`config.mk`:
```
export PLATFORM = sky130hd
export DESIGN_NAME = swm_obuf
export DESIGN_NICKNAME = d
export VERILOG_FILES = /design/src/design/swm_pkg.sv /design/src/design/swm_obuf.sv
export SDC_FILE = /design/constraint.sdc
export NUM_CORES = 1
export LEC_CHECK = 0
export BUFFER_PORTS_ARGS = -buffer_cell sky130_fd_sc_hd__buf_2
export CORE_ASPECT_RATIO = 2
export CORE_UTILIZATION = 52
export CTS_BUF_LIST = sky130_fd_sc_hd__clkbuf_4 sky130_fd_sc_hd__clkbuf_8 sky130_fd_sc_hd__clkbuf_16
export CTS_CLUSTER_SIZE = 20
export DETAILED_ROUTE_END_ITERATION = 8
export GPL_ROUTABILITY_DRIVEN = 0
export PLACE_DENSITY = 0.78
export RECOVER_POWER = 100
export SLEW_MARGIN = 25
export SYNTH_ARGS = -nofsm -noshare
export SYNTH_HDL_FRONTEND = slang
export SYNTH_SLANG_ARGS = --single-unit
```
`constraint.sdc`:
```
create_clock -name clk_i -period 3.1 [get_ports clk_i]
set_clock_uncertainty 0.05 [all_clocks]
set_input_delay 0 -clock clk_i [delete_from_list [all_inputs] [get_ports clk_i]]
set_output_delay 0 -clock clk_i [all_outputs]
set_load 0.005 [all_outputs]
```
`src/design/swm_pkg.sv`:
```
// ----------------------------------------------------------------------------
// swm_pkg: shared constants for the sliding-window maximum unit
// Sample and register widths, reset value of the window length and the
// default depth of the candidate chain.
// ----------------------------------------------------------------------------
package swm_pkg;

  localparam int unsigned SampleW          = 32;
  localparam int unsigned CfgW             = 7;
  localparam int unsigned DefaultMaxWindow = 64;
  localparam logic [CfgW-1:0] WindowLenReset = 7'd1;

endpackage

```
`src/design/swm_obuf.sv`:
```
// ----------------------------------------------------------------------------
// swm_obuf: two-entry result buffer
// Parts the sample side from the result side so a new sample can be taken
// while a finished result still waits downstream.
// ----------------------------------------------------------------------------
module swm_obuf (
  input  logic                                clk_i,
  input  logic                                rst_ni,
  input  logic                                push_i,
  input  logic signed [swm_pkg::SampleW-1:0]  data_i,
  output logic                                full_o,
  output logic                                out_valid_o,
  input  logic                                out_stall_i,
  output logic signed [swm_pkg::SampleW-1:0]  data_o
);

  logic signed [swm_pkg::SampleW-1:0] mem_q [2];
  logic [1:0] count_q, count_d;
  logic       wr_q, wr_d, rd_q, rd_d;
  logic       pop;

  assign pop = (count_q != 2'd0) && !out_stall_i;

  always_comb begin
    wr_d    = push_i ? ~wr_q : wr_q;
    rd_d    = pop ? ~rd_q : rd_q;
    count_d = count_q;
    if (push_i && !pop) begin
      count_d = count_q + 2'd1;
    end else if (pop && !push_i) begin
      count_d = count_q - 2'd1;
    end
  end

  always_ff @(posedge clk_i or negedge rst_ni) begin
    if (!rst_ni) begin
      count_q <= 2'd0;
      wr_q    <= 1'b0;
      rd_q    <= 1'b0;
    end else begin
      count_q <= count_d;
      wr_q    <= wr_d;
      rd_q    <= rd_d;
    end
  end

  always_ff @(posedge clk_i) begin
    if (push_i) begin
      mem_q[wr_q] <= data_i;
    end
  end

  assign full_o      = (count_q == 2'd2);
  assign out_valid_o = (count_q != 2'd0);
  assign data_o      = mem_q[rd_q];

endmodule

```
After elaboration in Yosys (flattened, before gate mapping)
Memories as Yosys holds them, arrays and structs flattened. Cells that the tools add are included.

Add/subtract/negate cells: 2. Multiply operators: 0. Div/mod/pow operators: 0. Order comparisons: 0. Equal/unequal tests: 1. Shifts and indexed selects: 0. Muxes and demuxes: 4. Bitwise logic cells: 2. Reductions and logical operators: 8.

Operators by type and width (number): two-way mux 2 bit (2); nonzero test 2 bit (2); logical AND 1 bit (3); zero test 1 bit (3); adder 2 x 1 -> 2 bit, second input constant (1); equality test 2 bit, second input constant (1); two-way mux 1 bit (2); inverter 1 bit (2); subtractor 2 x 1 -> 2 bit, second input constant (1).

Flip-flop bits (word level): 4. Latch bits: 0. Memory bits (writable): 64. ROM bits: 0. Word-level logic and storage cells: 21. Memories: 1.

Memories: mem_q (words 2, width 32, read ports 1, clocked after memory_dff 0, wr ports 1, RTL line swm_obuf.sv:17) `logic signed [swm_pkg::SampleW-1:0] mem_q [2];`.

Depth between registers and ports, before layout
Depth after elaboration: 5. Depth in mapped cells: 6. Depth with buffers taken out: 6.

Worst setup path after synthesis
Ideal clock, no wire load.

Kind: reg2reg. Start point: register wr_q. End point: memory mem_q[0][0] in the netlist's numbering (enable). Setup time: 0.425 ns. Arrival: 1.841 ns. Setup slack: 0.784 ns. Stages on the path, launching flop included: 2. Cells stage by stage: dfrtp_1 -> nor2b_1.

RTL lines: start, declared (RTL line swm_obuf.sv:19) `logic wr_q, wr_d, rd_q, rd_d;`; start signal, assigned (RTL line swm_obuf.sv:42) `wr_q <= wr_d;`; end, declared (RTL line swm_obuf.sv:17).

No word-level cell before the write port.

Worst setup path in the final report
Start point: register wr_q. End point: memory mem_q[0][3] in the netlist's numbering (enable).

No word-level cell before the write port.

==> results.cfg <==
[run_status]
status = complete, but fails checks
violations = max-capacitance violations, max-slew violations

[yosys]
syn_nets = 153
avgSynthCellArea_um2 = 22.9
yosysTopAreaCell = edfxtp_1
netlist_area_um2 = 2660
async_reset_ff_share_pct = 5.88
synth_top_area_share_pct = 72.4
yosysMostFrequentCell = edfxtp_1
synthCells = 116
synth_edf_count = 64
ys_seq_area_share_pct = 76.1
ys.flop_type = edfxtp_1
synth_area_leaders = edfxtp_1, mux2_4, dfrtp_1
synth_cell_type_count = 14
yosysWarnings = 0
ys_ff_latch = 68
synth_top_cells_by_count = edfxtp_1, mux2_4, dfrtp_1

[die]
core_um2 = 4910
die_y_um = 103
rows = 36
fp.dieW_um = 52.5
pin_count = 70
dieArea_um2 = 5420
start_util_pct = 54.1

[worst_setup_path]
cp.required_ns = 2.96
r2r_slack_ns = 0.99
worst_setup_path_start_kind = register
slowest_delay_ns = 1.23
crit_buf_inv = 0
crit_path_max_fanout = 32
path_cells = nor2b_2
crit_type = register to register
path_delay_family = simple AND/OR/NAND/NOR gates
timing.rr.start = wr_q$_DFFE_PN0P_
cp-end-kind = register
slowest_stage = nor2b_2
arrival_ns = 1.97
r2r_cells = 1
timing.rr.end = mem_q[0][3]$_DFFE_PP_

[drt]
drt_first_pass_iters = 4
routed_via_density = 4.88
wl_per_cell_um = 16.5
drc = 0
vias = 1411
drt_iter0_drc = 36
ant_nets = 0
wl_um = 4770

[hold_path]
holdPathEnd = mem_q[0][21]$_DFFE_PP_
holdPathStages = 2
min-delay-path-class = primary input to register
hp-start = data_i[21]

[finish]
synthToLayoutAreaGrowth_pct = 28.3
diodes = 0
fill_cells = 352
regArea_um2 = 2020
instances_no_fill = 289
multiInputGateArea_um2 = 457
finalNetCount = 266
drive_gt1_share_pct = 27.2

[clock_tree]
cts_resized = 0
cts_buffers = 9
cts_root_buffer = clkbuf_8
cts_sinks = 68
h-tree-depth = 3
hold_buffers = 36
clock_path_buffers = 2
path_clk_slew_ns = 0.06
cts_tree = yes
clk_latency_ns = 0.31
post_cts_buffers = 0

[place]
port-buffer-count = 69
hpwl_um = 2850
dp_cells = 239

[timing]
period_minus_slack_ns = 2.11
slew-limit-headroom_pct = -7.88
hold_viol = 0
rsz0062_at_grt = no
setup_viol = 0
drv_slew = 33
fin_crit_sh_pct = 68.2
worst_pin_slew_ns = 1.61
max_freq_mhz = 473
fin_setup_tns_ns = 0

[global_routing]
track_usage_pct = 19.0
grt_max_degree = 34
grt_pass1_vias = 1533
grt_pass1_wl_um = 7070
grt_overflow = 0
antenna_found_initial = 0

[power]
peakVddDrop_mv = 0.859
power_density_nw_per_um2 = 775
power_leakage_uw = 0.00126

[flow_run]
drv_cap = 1
## metrics by stage
stage	util (%)	setup slack, ns	cell area, um^2	hold WS [ns]	power [uW]
after floorplan	-	0.784	2660	-0.346	1960
after global placement	61.5	1.48	3020	-0.244	2130
after detailed placement	61.5	1.41	3020	-0.242	2180
after CTS	72.3	1.12	3550	0.341	2850
after global routing	69.4	0.833	3410	0.350	2780
final	69.4	0.986	3410	0.361	2640
## power breakdown
group          total [uW]  internal [uW]  switching [uW]
logic                 626            341             285
clock network         643            365             278
registers            1370           1230             143
## area by class of cell
class                   count  area share, %
repair buffers            106           20.0
clock buffers              10           3.86
multi-input cells          44           13.4
clock inverters             4           1.25
well taps                  57           2.09
flip-flops and latches     68           59.4
## cells by family after synthesis
| logic type | share of synthesized area [%] |
|---|---|
| adder cells (fa/ha/maj) | 0.471 |
| buffers and inverters | 2.68 |
| XOR/XNOR | 1.65 |
| flip-flops | 76.1 |
| multiplexers | 17.7 |
| AND/OR/NAND/NOR | 1.41 |
## how the worst max path moves through the flow
stage	startpoint	cells past startpoint	to
6_report	wr_q$_DFFE_PN0P_	1	mem_q[0][3]$_DFFE_PP_
5_1_grt	wr_q$_DFFE_PN0P_	1	mem_q[0][3]$_DFFE_PP_
4_1_cts	rd_q$_DFFE_PN0P_	2	data_o[25]
3_5_place_dp	wr_q$_DFFE_PN0P_	2	mem_q[1][6]$_DFFE_PP_
3_3_place_gp	wr_q$_DFFE_PN0P_	2	mem_q[1][28]$_DFFE_PP_
2_1_floorplan	wr_q$_DFFE_PN0P_	1	mem_q[0][0]$_DFFE_PP_
## cells in the final DEF, fill, tap and decap left out
cell type	count
clkbuf_4	1
xnor2_1	2
clkinv_1	2
mux2_1	29
clkbuf_8	9
dfrtp_2	1
clkbuf_1	25
nor2b_2	1
or2_0	1
clkinv_2	1
bufinv_16	1
mux2_2	3
ha_1	1
buf_4	1
edfxtp_1	64
dfrtp_1	3
nor2_1	1
nor2b_1	1
nand2b_2	1
dlygate4sd3_1	36
and2_0	1
clkbuf_2	1
xor2_1	3
buf_2	43
## flip-flops by register name (all words and copies together) (netlist names)
register / count
rd_q: 1
mem_q: 64
wr_q: 1
count_q: 2
## layer usage
layer	track usage (%)	wire length (um)	vias up
met5	0	0	-
met4	8.91	53	0
met3	4.13	221	5
met2	34.0	2760	51
met1	20.4	1740	682
li1	-	-	673
(Power assumes the default switching activity.)
