===== src/design/swm_pkg.sv =====
// ----------------------------------------------------------------------------
// swm_pkg: shared constants for the sliding-window maximum unit
// Sample and register widths, reset value of the window length and the
// default depth of the candidate chain.
// ----------------------------------------------------------------------------
package swm_pkg;

  localparam int unsigned SampleW          = 32;
  localparam int unsigned CfgW             = 7;
  localparam int unsigned DefaultMaxWindow = 64;
  localparam logic [CfgW-1:0] WindowLenReset = 7'd1;

endpackage


===== src/design/swm_cell.sv =====
// ----------------------------------------------------------------------------
// swm_cell: one candidate slot of the monotonic chain
// Holds one candidate value with its age. On a sample it takes its own or its
// back neighbour's candidate, keeps it if it beats the sample, or takes the
// sample itself when it is the first slot after the kept run.
// ----------------------------------------------------------------------------
module swm_cell #(
  parameter int unsigned AgeW = 6
) (
  input  logic                                 clk_i,
  input  logic                                 rst_ni,
  input  logic                                 step_i,
  input  logic                                 clear_i,
  input  logic                                 shift_i,
  input  logic                                 prune_i,
  input  logic signed [swm_pkg::SampleW-1:0]   sample_i,
  input  logic                                 nxt_valid_i,
  input  logic signed [swm_pkg::SampleW-1:0]   nxt_value_i,
  input  logic        [AgeW-1:0]               nxt_age_i,
  input  logic                                 prv_keep_i,
  output logic                                 keep_o,
  output logic                                 valid_o,
  output logic signed [swm_pkg::SampleW-1:0]   value_o,
  output logic        [AgeW-1:0]               age_o,
  output logic signed [swm_pkg::SampleW-1:0]   value_next_o
);

  logic                                valid_q, valid_d;
  logic signed [swm_pkg::SampleW-1:0]  value_q, value_d;
  logic        [AgeW-1:0]              age_q, age_d;
  logic                                src_valid;
  logic signed [swm_pkg::SampleW-1:0]  src_value;
  logic        [AgeW-1:0]              src_age;
  logic                                is_new;

  always_comb begin
    src_valid = shift_i ? nxt_valid_i : valid_q;
    src_value = shift_i ? nxt_value_i : value_q;
    src_age   = shift_i ? nxt_age_i   : age_q;
    keep_o    = step_i && !clear_i && src_valid && (src_value > sample_i);
    is_new    = !keep_o && prv_keep_i;
    valid_d   = valid_q;
    value_d   = value_q;
    age_d     = age_q;
    if (step_i) begin
      valid_d = keep_o || is_new;
      value_d = is_new ? sample_i : src_value;
      age_d   = is_new ? '0 : AgeW'(src_age + AgeW'(1));
    end else if (prune_i) begin
      // drop the front: take the neighbour's candidate unchanged
      valid_d = nxt_valid_i;
      value_d = nxt_value_i;
      age_d   = nxt_age_i;
    end
  end

  always_ff @(posedge clk_i or negedge rst_ni) begin
    if (!rst_ni) begin
      valid_q <= 1'b0;
    end else begin
      valid_q <= valid_d;
    end
  end

  always_ff @(posedge clk_i) begin
    value_q <= value_d;
    age_q   <= age_d;
  end

  assign valid_o      = valid_q;
  assign value_o      = value_q;
  assign age_o        = age_q;
  assign value_next_o = value_d;

endmodule


===== config.mk =====
export PLATFORM = sky130hd
export DESIGN_NAME = swm_cell
export DESIGN_NICKNAME = d
export VERILOG_FILES = /design/src/design/swm_pkg.sv /design/src/design/swm_cell.sv
export SDC_FILE = /design/constraint.sdc
export NUM_CORES = 1
export LEC_CHECK = 0
export ABC_AREA = 1
export ABC_CLOCK_PERIOD_IN_PS = 8470
export BUFFER_PORTS_ARGS = -buffer_cell sky130_fd_sc_hd__buf_2
export CAP_MARGIN = 10
export CORE_UTILIZATION = 50
export CTS_BUF_LIST = sky130_fd_sc_hd__clkbuf_16
export DETAILED_ROUTE_END_ITERATION = 7
export PLACE_DENSITY = 0.83
export SYNTH_ARGS = -nofsm -noshare
export SYNTH_HDL_FRONTEND = slang
export SYNTH_SLANG_ARGS = --single-unit

===== constraint.sdc =====
create_clock -name clk_i -period 8.47 [get_ports clk_i]
set_clock_uncertainty 0.15 [all_clocks]
set_input_delay 1.694 -clock clk_i [delete_from_list [all_inputs] [get_ports clk_i]]
set_output_delay 1.694 -clock clk_i [all_outputs]
set_load 0.01 [all_outputs]

### Word level (Yosys, flattened, before mapping)

Cells that the tools add are included.

* flip-flop bits (word level): 39
* output and inout port bits: 72
* input bits: 78

* $add $sub $neg: 1
* reduce and logical (&&, ||, !) cells: 8
* multiplexer cells: 11
* magnitude comparators: 1

Operators by type and width (number)
* 32-bit two-way mux: 4
* 32-bit > comparator: 1
* 6-bit two-way mux: 4
* 6-bit by 1-bit adder with 6-bit output (second input constant): 1
* 1-bit logical AND: 4
* 1-bit two-way mux: 3
* 1-bit logical NOT: 2
* 2-bit nonzero test: 1
* 1-bit logical OR: 1

### Longest topological paths before layout

* word-level depth: 8
* mapped depth: 25
* depth with buffers taken out: 21

### Least setup slack after synthesis

No wires, ideal clock.

* path type: in2out
* from: input port shift_i
* to: output port value_next_o[23] in the netlist's numbering
* cell stages on the path: 23
* required time: 6.626 ns
* arrival: 4.201 ns
* slack: 2.425 ns
* buffers on the path: 5
* path through: buf_2 clkbuf_1 clkbuf_1 nand2_1 o21ai_0 inv_1 ha_1 nand2_1 nor2_2 nand2_2 nor2_1 nand2_1 o21ai_1 nor2_1 nand2_1 nand2_2 nand3_4 nand2_2 buf_6 buf_6 nand2_1 nand3_1 nand2_1

* cells in the longest elaborated chain, start to end: 7
* elaborated cells on any way between the ends: 9
* classes of those cells: order compare: 1; mux: 4; reduce/logical: 4

Ends and longest elaborated chain
* start: declaration: RTL line swm_cell.sv:14 `input logic shift_i,`
* 32-bit two-way mux / 1-bit two-way mux (equally long branches): RTL line swm_cell.sv:38, swm_cell.sv:37
* 32-bit > comparator / 1-bit logical AND (equally long branches): RTL line swm_cell.sv:40 `keep_o = step_i && !clear_i && src_valid && (src_value > sample_i);`
* 1-bit logical AND: RTL line swm_cell.sv:40
* 1-bit logical NOT: RTL line swm_cell.sv:41 `is_new = !keep_o && prv_keep_i;`
* 1-bit logical AND: RTL line swm_cell.sv:41
* 32-bit two-way mux *: RTL line swm_cell.sv:47 `value_d = is_new ? sample_i : src_value;`
* 32-bit two-way mux *: RTL line swm_cell.sv:45 `if (step_i) begin`
* end: declaration: RTL line swm_cell.sv:25 `output logic signed [swm_pkg::SampleW-1:0] value_next_o`

Mark *: on every way between the ends. The rest lies on a longest branch, timed or not.

### Final worst setup path

* from: input port shift_i
* to: output port value_next_o[16] in the netlist's numbering

The elaborated chain is that of the path after synthesis.

==> results.md <==
- Maxcap violations: 0
- Crit-path slowest cell: nand2_2
- Die outline area: 0.007502 sq mm
- Async SR Flop Fraction: 2.564%
- Final hold vios: 0
- Initial DRC count: 227
- Vias: 4140
- Crit path cell chain: buf_2 -> buf_4 -> nand2_1 -> o21ai_0 -> inv_1 -> ha_1 -> a21oi_1 -> nor2_1 -> nor2_1 -> nand2_1 -> nand2_1 -> nand2_1 -> nand2_1 -> nand2_1 -> nand2_2 -> nand3_4 -> nand2_2 -> nand2_1 -> nand3_1 -> nand2_1 -> buf_2
- Largest cells by area after synthesis: dfxtp_1 18%, nand2_1 15%, inv_1 12%
- Chip width: 86.62 um
- Port bufs: 149
- Final setup TNS: 0 ns
- Unrepaired setup endpoints after global routing: no
- Hold buffers post-CTS: 0
- Htree depth: 2
- Congestion Overflow GR: 0
- Worst IR drop on VDD: 114.3 uV
- Syn Inst Count: 600
- Core box area: 0.006869 sq mm
- Post-route clock period utilization: 85.12%
- ANT cells: 0
- Nets@finish: 835
- Seq cells post-synth: 39
- Clock buffer depth: 2
- Routed wire length: 9.138 mm
- Vias per cell: 5.043
- Clock root cell: clkbuf_16
- Die Span Y: 86.62 um
- First-pass GRT wire length: 14.78 mm
- Slew Limit Headroom: 33.70%
- CTS resizes: 0
- IO Count: 150
- Final Util: 65.46%
- Count leader, synth: nand2_1
- Largest stage delay, worst path: 0.70 ns
- Detailed Routing Iterations Pass 1: 5
- CTS tree: built
- CTS Buf Count: 5
- Final worst slack: 1.260 ns
- WS Path Type: primary input to primary output
- Area grow syn2layout: 25.62%
- Worst hold-check path type: flip-flop to flip-flop
- Primary FF master, synth: dfxtp_1
- Initial antenna violation count: 0
- Maximum fanout along the worst path: 50
- Total track usage: 23.79%
- Number of enable flip-flop cells after synthesis: 6
- Hpwl dp: 6.886 mm
- Minimum clock period: 7.210 ns
- Routed Antenna Nets: 0
- Syn Std Cell Area: 0.003580 sq mm
- Worst-Margin Slew: 0.9945 ns
- Initial Utilization: 52.11%
- Clock Latency Late Sink: 0.28 ns
- Avg Cell Area, Syn: 5.966 sq um
- Warnings from Yosys: 0
- Leak Pwr: 2.637 nW
- Fmax: 0.1387 GHz
- Post-synth top area cell: dfxtp_1
- Fin Hold WS: 0.3773 ns
- Net count after synthesis: 711
- Gpl congestion: 0.8534
- Worst Setup End Kind: primary output
- Yosys cell types: 26
- Postcts setup bufs: 0
- Top cell type's share of synthesized area: 17.90%
- Pwr dens: 159.3 mW/mm^2
- Slew Viols, Final: 0
- CP Data Required Time: 6.63 ns
- Seq/Total Area, Yosys: 23.63%
- Share of layout cells above drive strength 1: 22.90%
- Synth top cells by count: 144 x nand2_1, 114 x inv_1, 79 x o21ai_0
- Rows: 30
- Clk sinks: 39
- Largest net degree at the start of global routing: 76
- Place WS: 1.252 ns
- Number of global-route vias before repair: 3638
- # setup viols final: 0
- Total power: 716.2 uW
- Worst setup SP type: primary input
- Drt drc: 0
- CP arrival: 5.37 ns
- Status: completed
- Wirelength per Cell: 11.13 um
- Most used cell, CP: nand2_1
- Clock transition at path regs: 0.06 ns
critical path, delay by kind of cell:
family / cells / cell delay, ns
adders and majority gates: 1 / 0.29
buffers and inverters: 4 / 1.17
AOI/OAI and AO/OA: 2 / 0.26
and+or+nand+nor: 14 / 1.90
final cells by class:
| cell class | instances | area [sq um] |
|---|---|---|
| fill | 667 | 2372 |
| clock buffer | 5 | 125.1 |
| tap | 96 | 120.1 |
| sequential | 39 | 845.8 |
| timing repair buffer | 151 | 760.7 |
| inverter | 115 | 431.7 |
| clock inverter | 3 | 67.56 |
| multi-input combinational | 412 | 2146 |
power by group:
group	switching (mW)	internal (mW)	total (mW)	leakage [nW]
combinational	0.145	0.0957	0.241	2.20
clock	0.0794	0.169	0.248	0.0900
sequential	0.0147	0.212	0.227	0.345
cell families (layout without fill, tap and decap cells):
logic type / Yosys count / count (layout) / synth area share (%)
compound gates: 132 / 132 / 18.87
fa+ha+maj: 33 / 33 / 11.53
buf+inv: 149 / 274 / 16.43
flops: 39 / 39 / 23.63
simple gates: 247 / 247 / 29.54
per-layer routing:
metal  GRT usage, %  part of all wire [%]  up-vias
li1               -                     -     2168
met1          29.03                    45     1809
met2          43.29                    49      146
met3          2.381                   4.7       17
met4          8.485                   1.6        0
met5              0                     0        -
metrics by stage:
step                area (sq um)  cells
floorplan                   3580    600
global placement            4304    813
detailed placement          4304    813
CTS                         4497    821
global route                4497    821
finish                      4497    821
flip-flops by register name (all words and copies together), names as in the netlist:
register and count:
value_o 32, valid_o 1, age_o 6
worst paths after layout:
kind / from / to / slack (ns) / depth (start not counted)
max in group asynchronous: rst_ni / valid_o / 7.06 / 1
min reg2reg: value_o[19] / value_o[19] / 0.38 / 2
max reg2reg: value_o[31] / value_o[16] / 5.09 / 16
max: shift_i / value_next_o[16] / 1.26 / 21
min in group asynchronous: rst_ni / valid_o / 1.03 / 1
min: value_o[19] / value_o[19] / 0.38 / 2
cell usage in the layout (no fill, tap or decap), drive strengths merged:
master | synthesis | final
o21a | 1 | 1
nor3 | 4 | 4
buf | 14 | 151
dfxtp | 32 | 32
dfrtp | 1 | 1
nor2 | 19 | 19
o21ai | 80 | 80
edfxtp | 6 | 6
o22ai | 1 | 1
a21o | 1 | 1
a21boi | 1 | 1
nor4 | 2 | 2
ha | 33 | 33
bufinv | 0 | 2
nand2 | 147 | 147
clkbuf | 20 | 5
inv | 115 | 115
nand4 | 3 | 3
nand3 | 72 | 72
clkinvlp | 0 | 1
a21oi | 48 | 48
(Power assumes the default switching activity.)
